--- config.mk ---
export PLATFORM = sky130hd
export DESIGN_NAME = i2c_register_master
export DESIGN_NICKNAME = d
export VERILOG_FILES = /design/src/hdl/i2cm_pkg.sv /design/src/hdl/i2cm_engine.sv /design/src/hdl/i2c_register_master.sv
export SDC_FILE = /design/constraint.sdc
export NUM_CORES = 1
export LEC_CHECK = 0
export BUFFER_PORTS_ARGS = -buffer_cell sky130_fd_sc_hd__buf_2
export CAP_MARGIN = 5
export CORE_ASPECT_RATIO = 1.4
export CORE_MARGIN = 3
export CORE_UTILIZATION = 50
export DETAILED_ROUTE_END_ITERATION = 7
export PLACE_DENSITY = 0.71
export SLEW_MARGIN = 20
export SYNTH_ARGS = -nofsm -noshare
export SYNTH_HDL_FRONTEND = slang
export SYNTH_SLANG_ARGS = --single-unit
--- constraint.sdc ---
create_clock -name clk -period 4.75 [get_ports clk]
set_input_delay 0.2375 -clock clk [delete_from_list [all_inputs] [get_ports clk]]
set_output_delay 0.2375 -clock clk [all_outputs]
set_load 0.02 [all_outputs]
--- src/hdl/i2cm_pkg.sv ---
// ----------------------------------------------------------------------------
// i2cm_pkg
// Types and codes shared by the I2C register master and its bus engine.
// ----------------------------------------------------------------------------
package i2cm_pkg;

    // Configuration register indexes
    localparam logic [1:0] CFG_HALF_PERIOD = 2'd0;
    localparam logic [1:0] CFG_SETTLE      = 2'd1;

    localparam logic [7:0]  HALF_PERIOD_RESET = 8'd30;
    localparam logic [19:0] SETTLE_RESET      = 20'd5000;

    typedef enum logic [1:0] {
        STAT_OK        = 2'd0,
        STAT_BUS_BUSY  = 2'd1,
        STAT_BUS_ERROR = 2'd2,
        STAT_ADDR_NACK = 2'd3
    } status_t;

    typedef enum logic [4:0] {
        PH_IDLE    = 5'd0,
        PH_ST_A    = 5'd1,
        PH_ST_B    = 5'd2,
        PH_ST_C    = 5'd3,
        PH_TX_LOW  = 5'd4,
        PH_TX_DATA = 5'd5,
        PH_TX_HIGH = 5'd6,
        PH_WA_LOW  = 5'd7,
        PH_WA_REL  = 5'd8,
        PH_WA_HIGH = 5'd9,
        PH_WA_END  = 5'd10,
        PH_RX_LOW  = 5'd11,
        PH_RX_HIGH = 5'd12,
        PH_MA_LOW  = 5'd13,
        PH_MA_DATA = 5'd14,
        PH_MA_HIGH = 5'd15,
        PH_MA_END  = 5'd16,
        PH_SP_A    = 5'd17,
        PH_SP_B    = 5'd18,
        PH_SP_C    = 5'd19,
        PH_SP_D    = 5'd20,
        PH_SETTLE  = 5'd21,
        PH_RS_A    = 5'd22,
        PH_RS_B    = 5'd23,
        PH_RS_C    = 5'd24
    } phase_t;

    typedef struct packed {
        logic       scl;
        logic       sda;
        logic       busy;
        logic       byte_valid;
        logic [7:0] read_byte;
        logic [3:0] byte_index;
        logic       done;
        status_t    status;
    } result_t;

endpackage

--- src/hdl/i2cm_engine.sv ---
// ----------------------------------------------------------------------------
// i2cm_engine
// Bus sequencer: one tick per step, drives SCL/SDA levels and reports status.
// ----------------------------------------------------------------------------
module i2cm_engine #(
    parameter int MAX_READ_BYTES = 16
) (
    input  logic              clk,
    input  logic              rst_n,
    input  logic              step,
    input  logic              kind,
    input  logic              op_read,
    input  logic [6:0]        dev_addr,
    input  logic [7:0]        reg_addr,
    input  logic [7:0]        write_data,
    input  logic [4:0]        read_count,
    input  logic              sda_in,
    input  logic [7:0]        half_period,
    input  logic [19:0]       settle_ticks,
    output i2cm_pkg::result_t res
);
    import i2cm_pkg::*;

    localparam int CNT_LOG = $clog2(MAX_READ_BYTES + 1);
    localparam int CNT_W   = (MAX_READ_BYTES >= 31) ? 5 : ((CNT_LOG < 2) ? 2 : CNT_LOG);

    phase_t             phase_reg, phase_next;
    logic [7:0]         tick_reg, tick_next;
    logic [19:0]        settle_reg, settle_next;
    logic [2:0]         bit_reg, bit_next;
    logic [CNT_W-1:0]   bytes_reg, bytes_next;
    logic [7:0]         shift_reg, shift_next;
    logic               rq_read_reg, rq_read_next;
    logic [6:0]         rq_dev_reg, rq_dev_next;
    logic [7:0]         rq_reg_reg, rq_reg_next;
    logic [7:0]         rq_data_reg, rq_data_next;
    logic [CNT_W-1:0]   rq_count_reg, rq_count_next;
    logic               scl_reg, scl_next;
    logic               sda_reg, sda_next;
    status_t            pend_reg, pend_next;

    logic               go;        // enter phase_next with its pin levels
    logic               fin;       // transaction ends this tick
    logic [CNT_W-1:0]   count_sat;

    always_ff @(posedge clk or negedge rst_n)
    begin
        if (!rst_n)
        begin
            phase_reg    <= PH_IDLE;
            tick_reg     <= '0;
            settle_reg   <= '0;
            bit_reg      <= '0;
            bytes_reg    <= '0;
            shift_reg    <= '0;
            rq_read_reg  <= 1'b0;
            rq_dev_reg   <= '0;
            rq_reg_reg   <= '0;
            rq_data_reg  <= '0;
            rq_count_reg <= '0;
            scl_reg      <= 1'b1;
            sda_reg      <= 1'b1;
            pend_reg     <= STAT_OK;
        end
        else if (step)
        begin
            phase_reg    <= phase_next;
            tick_reg     <= tick_next;
            settle_reg   <= settle_next;
            bit_reg      <= bit_next;
            bytes_reg    <= bytes_next;
            shift_reg    <= shift_next;
            rq_read_reg  <= rq_read_next;
            rq_dev_reg   <= rq_dev_next;
            rq_reg_reg   <= rq_reg_next;
            rq_data_reg  <= rq_data_next;
            rq_count_reg <= rq_count_next;
            scl_reg      <= scl_next;
            sda_reg      <= sda_next;
            pend_reg     <= pend_next;
        end
    end

    // read count clamped to 1..MAX_READ_BYTES
    always_comb
    begin
        if (read_count == 5'd0)
            count_sat = CNT_W'(1);
        else if (int'(read_count) > MAX_READ_BYTES)
            count_sat = CNT_W'(MAX_READ_BYTES);
        else
            count_sat = CNT_W'(read_count);
    end

    always_comb
    begin
        phase_next    = phase_reg;
        tick_next     = tick_reg;
        settle_next   = settle_reg;
        bit_next      = bit_reg;
        bytes_next    = bytes_reg;
        shift_next    = shift_reg;
        rq_read_next  = rq_read_reg;
        rq_dev_next   = rq_dev_reg;
        rq_reg_next   = rq_reg_reg;
        rq_data_next  = rq_data_reg;
        rq_count_next = rq_count_reg;
        scl_next      = scl_reg;
        sda_next      = sda_reg;
        pend_next     = pend_reg;
        go            = 1'b0;
        fin           = 1'b0;
        res           = '0;

        if (phase_reg == PH_IDLE)
        begin
            if (kind)
            begin
                rq_read_next  = op_read;
                rq_dev_next   = dev_addr;
                rq_reg_next   = reg_addr;
                rq_data_next  = write_data;
                rq_count_next = count_sat;
                pend_next     = STAT_OK;
                bytes_next    = '0;
                bit_next      = '0;
                shift_next    = '0;
                phase_next    = PH_ST_A;
                go            = 1'b1;
            end
        end
        else if (phase_reg == PH_SETTLE)
        begin
            if (({1'b0, settle_reg} + 21'd1) >= {1'b0, settle_ticks})
                fin = 1'b1;
            else
                settle_next = settle_reg + 20'd1;
        end
        else if (({1'b0, tick_reg} + 9'd1) < {1'b0, half_period})
        begin
            tick_next = tick_reg + 8'd1;
        end
        else
        begin
            go = 1'b1;
            case (phase_reg)
                PH_ST_A:
                begin
                    if (!sda_in)
                    begin
                        pend_next = STAT_BUS_BUSY;
                        fin       = 1'b1;
                    end
                    else
                        phase_next = PH_ST_B;
                end
                PH_ST_B:
                begin
                    if (sda_in)
                    begin
                        pend_next = STAT_BUS_ERROR;
                        fin       = 1'b1;
                    end
                    else
                        phase_next = PH_ST_C;
                end
                PH_ST_C:
                begin
                    shift_next = {rq_dev_reg, 1'b0};
                    bit_next   = '0;
                    bytes_next = '0;
                    phase_next = PH_TX_LOW;
                end
                PH_TX_LOW:  phase_next = PH_TX_DATA;
                PH_TX_DATA: phase_next = PH_TX_HIGH;
                PH_TX_HIGH:
                begin
                    shift_next = {shift_reg[6:0], 1'b0};
                    bit_next   = bit_reg + 3'd1;
                    phase_next = (bit_reg == 3'd7) ? PH_WA_LOW : PH_TX_LOW;
                end
                PH_WA_LOW: phase_next = PH_WA_REL;
                PH_WA_REL: phase_next = PH_WA_HIGH;
                PH_WA_HIGH:
                begin
                    // only the first address byte is checked for ACK
                    if (bytes_reg == '0 && sda_in)
                        pend_next = STAT_ADDR_NACK;
                    phase_next = PH_WA_END;
                end
                PH_WA_END:
                begin
                    if (bytes_reg == CNT_W'(0))
                    begin
                        if (pend_reg == STAT_ADDR_NACK)
                            phase_next = PH_SP_A;
                        else
                        begin
                            shift_next = rq_reg_reg;
                            bit_next   = '0;
                            bytes_next = CNT_W'(1);
                            phase_next = PH_TX_LOW;
                        end
                    end
                    else if (bytes_reg == CNT_W'(1))
                    begin
                        if (rq_read_reg)
                            phase_next = PH_RS_A;
                        else
                        begin
                            shift_next = rq_data_reg;
                            bit_next   = '0;
                            bytes_next = CNT_W'(2);
                            phase_next = PH_TX_LOW;
                        end
                    end
                    else if (rq_read_reg)
                    begin
                        bytes_next = '0;
                        bit_next   = '0;
                        shift_next = '0;
                        phase_next = PH_RX_LOW;
                    end
                    else
                        phase_next = PH_SP_A;
                end
                PH_RX_LOW: phase_next = PH_RX_HIGH;
                PH_RX_HIGH:
                begin
                    shift_next = {shift_reg[6:0], sda_in};
                    bit_next   = bit_reg + 3'd1;
                    if (bit_reg == 3'd7)
                    begin
                        res.byte_valid = 1'b1;
                        res.read_byte  = shift_next;
                        res.byte_index = 4'(bytes_reg);
                        bytes_next     = bytes_reg + CNT_W'(1);
                        phase_next     = PH_MA_LOW;
                    end
                    else
                        phase_next = PH_RX_LOW;
                end
                PH_MA_LOW:  phase_next = PH_MA_DATA;
                PH_MA_DATA: phase_next = PH_MA_HIGH;
                PH_MA_HIGH: phase_next = PH_MA_END;
                PH_MA_END:
                begin
                    if (bytes_reg >= rq_count_reg)
                        phase_next = PH_SP_A;
                    else
                    begin
                        bit_next   = '0;
                        shift_next = '0;
                        phase_next = PH_RX_LOW;
                    end
                end
                PH_SP_A: phase_next = PH_SP_B;
                PH_SP_B: phase_next = PH_SP_C;
                PH_SP_C: phase_next = PH_SP_D;
                PH_SP_D:
                begin
                    if (pend_reg == STAT_OK && !rq_read_reg && settle_ticks != 20'd0)
                    begin
                        settle_next = '0;
                        phase_next  = PH_SETTLE;
                    end
                    else
                        fin = 1'b1;
                end
                PH_RS_A: phase_next = PH_RS_B;
                PH_RS_B: phase_next = PH_RS_C;
                PH_RS_C:
                begin
                    shift_next = {rq_dev_reg, 1'b1};
                    bit_next   = '0;
                    bytes_next = CNT_W'(2);
                    phase_next = PH_TX_LOW;
                end
                default: fin = 1'b1;
            endcase
        end

        if (fin)
        begin
            phase_next = PH_IDLE;
            tick_next  = '0;
            scl_next   = 1'b1;
            sda_next   = 1'b1;
            res.done   = 1'b1;
            res.status = pend_next;
        end
        else if (go)
        begin
            tick_next = '0;
            case (phase_next)
                PH_ST_A, PH_RS_A, PH_SP_D, PH_SETTLE, PH_WA_HIGH, PH_RX_HIGH:
                begin
                    scl_next = 1'b1;
                    sda_next = 1'b1;
                end
                PH_ST_B, PH_ST_C, PH_RS_B, PH_RS_C, PH_SP_C:
                begin
                    scl_next = 1'b1;
                    sda_next = 1'b0;
                end
                PH_TX_LOW, PH_WA_LOW, PH_MA_LOW, PH_SP_A, PH_MA_END:
                    scl_next = 1'b0;
                PH_TX_DATA:
                begin
                    scl_next = 1'b0;
                    sda_next = shift_next[7];
                end
                PH_TX_HIGH, PH_MA_HIGH:
                    scl_next = 1'b1;
                PH_WA_REL, PH_WA_END, PH_RX_LOW:
                begin
                    scl_next = 1'b0;
                    sda_next = 1'b1;
                end
                PH_MA_DATA:
                begin
                    // NACK the last byte, ACK the others
                    scl_next = 1'b0;
                    sda_next = (bytes_next >= rq_count_next);
                end
                PH_SP_B:
                begin
                    scl_next = 1'b0;
                    sda_next = 1'b0;
                end
                default: ;
            endcase
        end

        res.scl  = scl_next;
        res.sda  = sda_next;
        res.busy = (phase_next != PH_IDLE);
    end

endmodule

--- src/hdl/i2c_register_master.sv ---
// ----------------------------------------------------------------------------
// i2c_register_master
// Bit-banged I2C master for single register writes and multi-byte reads.
// ----------------------------------------------------------------------------
// Usage:
//   Each request on the input channel (in_valid / in_stall) is one bus tick.
//   kind=1 on an idle tick starts a transaction from op_read, dev_addr,
//   reg_addr, write_data and read_count; kind is ignored while busy.
//   sda_in is the sampled SDA level for that tick.
//   Every accepted request yields exactly one result on the output channel
//   (out_valid / out_stall): pin drives, busy, a received byte strobe and a
//   done strobe with status (ok, bus busy, bus error, address NACK).
//   Results are registered before out_valid; one request can be taken
//   every cycle while the skid entry is free. The bus engine updates in
//   a single pass per tick, so the output register sets the pace.
//   An output register plus one skid entry decouple the sides: while the
//   receiver stalls, one more request is taken, then in_stall rises until
//   the output moves again. Nothing is lost or reordered.
//   The user must write configuration (cfg_we / cfg_index / cfg_data)
//   only while idle; the block does not enforce it. Index 0 half period
//   ticks, index 1 write settle ticks; others ignored. Reset: engine
//   idle, both lines released, registers at 30 and 5000, no result pending.
// ----------------------------------------------------------------------------
module i2c_register_master #(
    parameter int MAX_READ_BYTES = 16
) (
    input  logic        clk,
    input  logic        rst_n,
    // configuration write port
    input  logic        cfg_we,
    input  logic [1:0]  cfg_index,
    input  logic [19:0] cfg_data,
    // tick request channel
    input  logic        in_valid,
    output logic        in_stall,
    input  logic        kind,
    input  logic        op_read,
    input  logic [6:0]  dev_addr,
    input  logic [7:0]  reg_addr,
    input  logic [7:0]  write_data,
    input  logic [4:0]  read_count,
    input  logic        sda_in,
    // result channel
    output logic        out_valid,
    input  logic        out_stall,
    output logic        scl_out,
    output logic        sda_out,
    output logic        busy_res,
    output logic        byte_valid,
    output logic [7:0]  read_byte,
    output logic [3:0]  byte_index,
    output logic        done_res,
    output logic [1:0]  status
);
    import i2cm_pkg::*;

    logic [7:0]  half_period_reg;
    logic [19:0] settle_ticks_reg;

    logic        in_take;
    logic        out_load;
    result_t     eng_res;

    logic        out_valid_reg, out_valid_next;
    logic        skid_valid_reg, skid_valid_next;
    result_t     out_data_reg;
    result_t     skid_data_reg;

    // config registers
    always_ff @(posedge clk or negedge rst_n)
    begin
        if (!rst_n)
        begin
            half_period_reg  <= HALF_PERIOD_RESET;
            settle_ticks_reg <= SETTLE_RESET;
        end
        else if (cfg_we)
        begin
            case (cfg_index)
                CFG_HALF_PERIOD: half_period_reg  <= cfg_data[7:0];
                CFG_SETTLE:      settle_ticks_reg <= cfg_data;
                default: ;
            endcase
        end
    end

    // a request is taken whenever the skid entry is free
    assign in_take  = in_valid && !skid_valid_reg;
    assign in_stall = skid_valid_reg;

    i2cm_engine #(
        .MAX_READ_BYTES(MAX_READ_BYTES)
    ) u_engine (
        .clk          (clk),
        .rst_n        (rst_n),
        .step         (in_take),
        .kind         (kind),
        .op_read      (op_read),
        .dev_addr     (dev_addr),
        .reg_addr     (reg_addr),
        .write_data   (write_data),
        .read_count   (read_count),
        .sda_in       (sda_in),
        .half_period  (half_period_reg),
        .settle_ticks (settle_ticks_reg),
        .res          (eng_res)
    );

    // output register can load when empty or being drained
    assign out_load = !out_valid_reg || !out_stall;

    always_comb
    begin
        if (out_load)
        begin
            out_valid_next  = skid_valid_reg || in_take;
            skid_valid_next = 1'b0;
        end
        else
        begin
            out_valid_next  = 1'b1;
            skid_valid_next = skid_valid_reg || in_take;
        end
    end

    always_ff @(posedge clk or negedge rst_n)
    begin
        if (!rst_n)
        begin
            out_valid_reg  <= 1'b0;
            skid_valid_reg <= 1'b0;
        end
        else
        begin
            out_valid_reg  <= out_valid_next;
            skid_valid_reg <= skid_valid_next;
        end
    end

    always_ff @(posedge clk)
    begin
        if (out_load)
        begin
            if (skid_valid_reg)
                out_data_reg <= skid_data_reg;
            else if (in_take)
                out_data_reg <= eng_res;
        end
        else if (in_take)
            skid_data_reg <= eng_res;
    end

    assign out_valid  = out_valid_reg;
    assign scl_out    = out_data_reg.scl;
    assign sda_out    = out_data_reg.sda;
    assign busy_res   = out_data_reg.busy;
    assign byte_valid = out_data_reg.byte_valid;
    assign read_byte  = out_data_reg.read_byte;
    assign byte_index = out_data_reg.byte_index;
    assign done_res   = out_data_reg.done;
    assign status     = out_data_reg.status;

endmodule
==> metrics.txt, run 1 <==
area grow syn2layout=19.2%; type of origin of the critical path=flip-flop; CP Cell Sequence=and3_4, and3_4, and3_4, xor2_2, ha_1, and3_4, a221oi_4, o21ai_2, o21ai_2, buf_4, o21bai_4, nand2b_4, o21ai_2, a21oi_2, a21o_1, ha_1, a21o_1, a21o_1, a21oi_2, a211oi_2, a211oi_2, o22ai_1, a221o_1, a2bb2oi_2; hold_ws=0.0377 ns; Remaining DRCs=0; die height=167 um; initial antenna violation count=1; CP max FO=3; CP most frequent cell=and3_4; ys async rst share=74.7%; Met3 Routed Length=923 um; # setup viols final=2; Buf/Inv on CP=1; remaining antenna violation count=0; Synth Cell Area=0.00922 sq mm; Reg clk slew, reported paths=0.07 ns; clock period minus worst slack=4.91 ns; net count after synthesis=1033; uppermost layer routed=met5; Die ar.=0.0201 sq mm; max incr delay on CP=0.39 ns; DP Area=0.0102 sq mm; Min-Delay Path Class=in -> reg; DRT Pass-1 Iters=5; Fin. Hold Viols=0; CP Data Required Time=4.89 ns; sequential area share after synthesis=42.9%; Synth area leader=dfrtp_1; worst-margin pin slew=1.03 ns; violated checks=negative setup slack; Total GRT Usage=23.0%; Slew HR=31.5%; Max Cap Viol=0; setup TNS=-0.267 ns; skew final=0.00902 ns; Mean Syn Cell Area=9.92 sq um; status=finished, violations left; Worst Setup Path Type=reg -> reg; Initial Util=51.2%; Unique masters post-synth=81; largest net degree at the start of global routing=61; top_reg_cell synth=dfrtp_1; WL per Instance=17.9 um; top cell type's share of synthesized area=27.4%; VDD IR-drop max=0.300 mV; RSZ-0062 raised after global routing=true; antenna cell count=0; arrival time at the worst endpoint=5.05 ns; met2 WL=12.2 mm; CTS HTree Levels=4; dpl hpwl=17.1 mm; worst setup margin=-0.164 ns; via/cell ratio=5.95; first-pass GRT wire length=37.4 mm; Ys Warns=0; # rows=58; # IOs=79; Synth Register Bits=150; Nets=1152; port bufs=78; Top Family by Delay on Critical Path=compound AO/OA/AOI/OAI gates; TritonCTS clock tree=built; filler instances=1553; Critical Path Slowest Stage Cell=dfrtp_1; clk buf depth=2; GPL Wtd Cong=0.921; total wire length=23.3 mm; CTS Sinks=150; most instantiated library cell after synthesis=dfrtp_1; latest clock arrival within the worst-skew pair=0.43 ns; PwrDens=522 mW/mm^2; vias in the first global route=7494; top cells by count, synth=dfrtp_1, mux2_2, o21ai_0, nor2_1, nand2_1; via count=7745; final design utilization=61.0%; Pleak=4.84 nW; CTS Root Buffer Type=clkbuf_16; fmax=204 MHz; number of enable flip-flop cells after synthesis=38; CP endpoint kind=flip-flop; DRT iter0 DRCs=450; grt ovf=0; Die Wd=121 um; design area=0.0110 sq mm; top cells by area, synth=dfrtp_1, edfxtp_1, mux2_2; Core ar.=0.0180 sq mm; Pins Over Slew Limit=0; met1 WL=9.18 mm; crit share post-route=103%; layout cells sized above 1=28.9%; Syn Inst Count=929; total CTS buffers=17
## final cells by class
type,instances,area [sq um],share of cell area [%]
tap,240,300,2.73
multi-input combinational,679,5010,45.6
clock inverter,15,159,1.45
inverter,48,180,1.64
sequential,150,3960,36.0
clock buffer,17,425,3.87
timing repair buffer,152,955,8.69
## report_power, final
group	leakage [nW]	switching, W	internal, W	total [W]
Clock	0.284	0.000598	0.000745	0.00134
Sequential	1.78	0.000186	0.00161	0.00179
Combinational	2.78	0.00150	0.00110	0.00260
Total	4.84	0.00228	0.00345	0.00574
## layout by cell type, fill, tap and decap left out, types with 38 or more instances in the layout
cell type	count
buf_2	77
edfxtp_1	38
ha_1	45
buf_4	73
nand2_1	64
dfrtp_1	100
o21ai_0	67
inv_1	47
mux2_2	71
nor2_1	68
## routing by layer
| metal | GRT usage (%) | vias up |
|---|---|---|
| met1 | 27.2 | 3770 |
| met5 | 0 | - |
| met2 | 40.0 | 230 |
| li1 | - | 3677 |
| met4 | 11.2 | 2 |
| met3 | 4.18 | 66 |
## stage by stage
stage,setup WS [ns],std cells,total power (W)
floorplan,0.00968,929,0.00352
global placement,0.000153,1257,0.00422
detailed placement,-0.140,1257,0.00426
CTS,0.00187,1294,0.00564
global route,-0.343,1301,0.00607
finish,-0.164,1301,0.00574
## worst paths after layout
path,start,end,slack [ns],cells past startpoint
max in group asynchronous,rst_n,u_engine.tick_reg[2],3.10,3
hold / removal,cfg_data[18],settle_ticks_reg[18],0.04,2
setup / recovery,u_engine.tick_reg[2],sda_out,-0.16,24
min in group asynchronous,rst_n,u_engine.rq_dev_reg[4],0.43,2
setup reg to reg,u_engine.tick_reg[2],sda_out,-0.16,24
hold reg to reg,u_engine.bit_reg[0],u_engine.bit_reg[0],0.48,1
## cell families after synthesis
| kind of cell | after synthesis | share of synthesized area, % |
|---|---|---|
| mux | 78 | 9.57 |
| simple gates | 285 | 15.7 |
| buf+inv | 100 | 4.41 |
| compound gates | 241 | 18.3 |
| fa+ha+maj | 46 | 6.24 |
| flops | 150 | 42.9 |
| xor+xnor | 29 | 2.76 |
## what timing repair did
action,in CTS,in global routing
hold buffers,1,0
setup endpoints to repair,3,4
pin swaps,6,17
resized for setup,5,20
setup buffers,4,7
hold endpoints to repair,57,0
(Power assumes the default switching activity.)
==> run 2, diff against run 1 <==
PLACE_DENSITY = 0.69   (was 0.71)
clock period = 4.6 ns   (was 4.75 ns; I/O delays follow)
==> metrics.txt, run 2 (synthesis results as in run 1) <==
vias in the first global route=7704 (+2.8%); worst setup margin=-0.104 ns (+0.0598 ns); FF+latch area=0.00396 sq mm (about the same); arrival time at the worst endpoint=4.84 ns (-0.21 ns); DP Area=0.0103 sq mm (+1.0%); status=finished, violations left; non-filler cells in the finished layout=1309 (+0.61%); antenna cell count=0 (unchanged); Worst R2R Start=u_engine.tick_reg[4]; type of origin of the critical path=flip-flop; dpl hpwl=17.6 mm (+3.1%); PwrDens=538 mW/mm^2 (+3.1%); Die Wd=121 um (unchanged); clk buf depth=2 (unchanged); # rows=58 (unchanged); Total GRT Usage=23.8% (+0.80 points); filler instances=1585 (+2.1%); Worst R2R Path Depth=23 (-4.2%); most frequent cells in the layout=dfrtp_1, buf_4, buf_2, mux2_2; Met3 Routed Length=1.12 mm (+22%); Worst Hold Depth=2 (unchanged); largest net degree at the start of global routing=66 (+8.2%); Pleak=4.85 nW (+0.32%); hold_sp=cfg_data[10]; max incr delay on CP=0.36 ns (-0.03 ns); WL per Instance=18.2 um (+1.9%); VDD IR-drop max=0.279 mV (-7.0%); met2 WL=12.6 mm (+3.0%); Pins Over Slew Limit=0 (unchanged); design area=0.0110 sq mm (+0.43%); grt ovf=0 (unchanged); crit share post-route=102% (-1.2 points); RSZ-0062 raised after global routing=true; latest clock arrival within the worst-skew pair=0.44 ns (about the same); met1 WL=9.15 mm (-0.33%); Max Cap Viol=0 (unchanged); Initial Util=51.2% (unchanged); worst-margin pin slew=1.05 ns (+0.0250 ns); Reg clk slew, reported paths=0.07 ns (about the same); DRT Pass-1 Iters=7 (+2); setup TNS=-0.174 ns (+0.0927 ns); Critical Path Slowest Stage Cell=dfrtp_1; DRT iter0 DRCs=495 (+10%); Slew HR=29.9% (-1.7 points); Min-Delay Path Class=in -> reg; total CTS buffers=17 (unchanged); # IOs=79 (unchanged); via count=7785 (+0.52%); Nets=1160 (+0.69%); CTS HTree Levels=4 (unchanged); skew final=0.0126 ns (+0.00357 ns); area grow syn2layout=19.7%; CTS Sinks=150 (unchanged); CP Cell Sequence=and3_4, and3_4, and3_4, xor2_4, ha_4, and3_4, a221oi_4, o21ai_2, o21ai_4, nor2b_4, o21ai_0, a22oi_2, o22ai_1, ha_1, a21o_1, a21o_1, a21o_1, a21oi_2, a211oi_1, a211oi_1, o22ai_1, a221o_1, a2bb2oi_1; Hold Path End=settle_ticks_reg[10]; total wire length=23.9 mm (+2.6%); GPL Wtd Cong=0.911 (-1.0%); layout cells sized above 1=28.9% (-0.029 points); # setup viols final=2 (unchanged); violated checks=negative setup slack; via/cell ratio=5.95 (about the same); Buf/Inv on CP=0 (-1); Remaining DRCs=0 (unchanged); Top Family by Delay on Critical Path=compound AO/OA/AOI/OAI gates; Worst Setup Path Type=reg -> reg; first-pass GRT wire length=38.5 mm (+2.9%); dpl cells=1271 (+1.1%); initial antenna violation count=1 (unchanged); Reg2Reg Setup Slack=-0.10 ns (+0.06 ns); reg-to-reg endpoint=sda_out; Die ar.=0.0201 sq mm (unchanged); CTS Root Buffer Type=clkbuf_16; remaining antenna violation count=0 (unchanged); CP most frequent cell=and3_4; clock period minus worst slack=4.70 ns (-0.210 ns); multi-input logic area=0.00499 sq mm (-0.27%); TritonCTS clock tree=built; CP endpoint kind=flip-flop; CP max FO=5 (+2); Fin. Hold Viols=0 (unchanged); fmax=213 MHz (+4.5%); Core ar.=0.0180 sq mm (unchanged); port bufs=78 (unchanged); commonest non-fill, non-tap cell in the layout=dfrtp_1; uppermost layer routed=met5; CP Data Required Time=4.74 ns (-0.15 ns); die height=167 um (unchanged)
==> run 2: cell count changes in the layout (fill, tap and decap cells not counted), sizes merged <==
cell / previous run / this run
inv: 56 / 55
buf: 151 / 159
clkinvlp: 2 / 3
==> run 2: through the flow <==
step	hold WS (ns)	utilization, %	setup WS, ns	total power, W
floorplan	-0.0656	-	-0.0999	0.00363
global placement	0.416	57.2	-0.144	0.00443
detailed placement	0.413	57.2	-0.291	0.00447
CTS	0.00981	60.8	-0.0647	0.00589
global route	0.0145	61.3	-0.266	0.00631
finish	0.0194	61.3	-0.104	0.00594
==> run 2: metal layers <==
layer	GRT usage, %	up-vias
li1	-	3693
met3	4.79	75
met2	41.9	244
met1	27.6	3771
met5	0	-
met4	11.1	2
==> run 2: worst max-delay path by stage <==
stage | startpoint | depth (start not counted) | endpoint
final | u_engine.tick_reg[4] | 23 | sda_out
after detailed placement | u_engine.tick_reg[3] | 23 | sda_out
after global routing | u_engine.tick_reg[2] | 23 | sda_out
after CTS | u_engine.tick_reg[3] | 23 | sda_out
after floorplan | u_engine.tick_reg[2] | 24 | skid_data_reg[17]
after global placement | u_engine.tick_reg[4] | 23 | sda_out
==> run 2: timing repair <==
action | in CTS | in global routing
setup endpoints to repair | 3 | 12
endpoints found under the hold margin | 62 | 0
gates resized for setup | 10 | 10
hold buffers | 1 | 0
pin swaps | 8 | 3
setup buffers | 1 | 4
==> run 2: area by class of cell <==
| class | count | area share [%] |
|---|---|---|
| inverters | 48 | 1.63 |
| repair buffers | 160 | 9.20 |
| flip-flops and latches | 150 | 35.9 |
| multi-input cells | 679 | 45.3 |
| clock inverters | 15 | 1.44 |
| well taps | 240 | 2.72 |
| clock buffers | 17 | 3.86 |
==> run 2: power breakdown <==
part	total [W]	internal [W]	switching (W)
Combinational	0.00270	0.00116	0.00154
Sequential	0.00186	0.00166	0.000204
Clock	0.00138	0.000767	0.000611
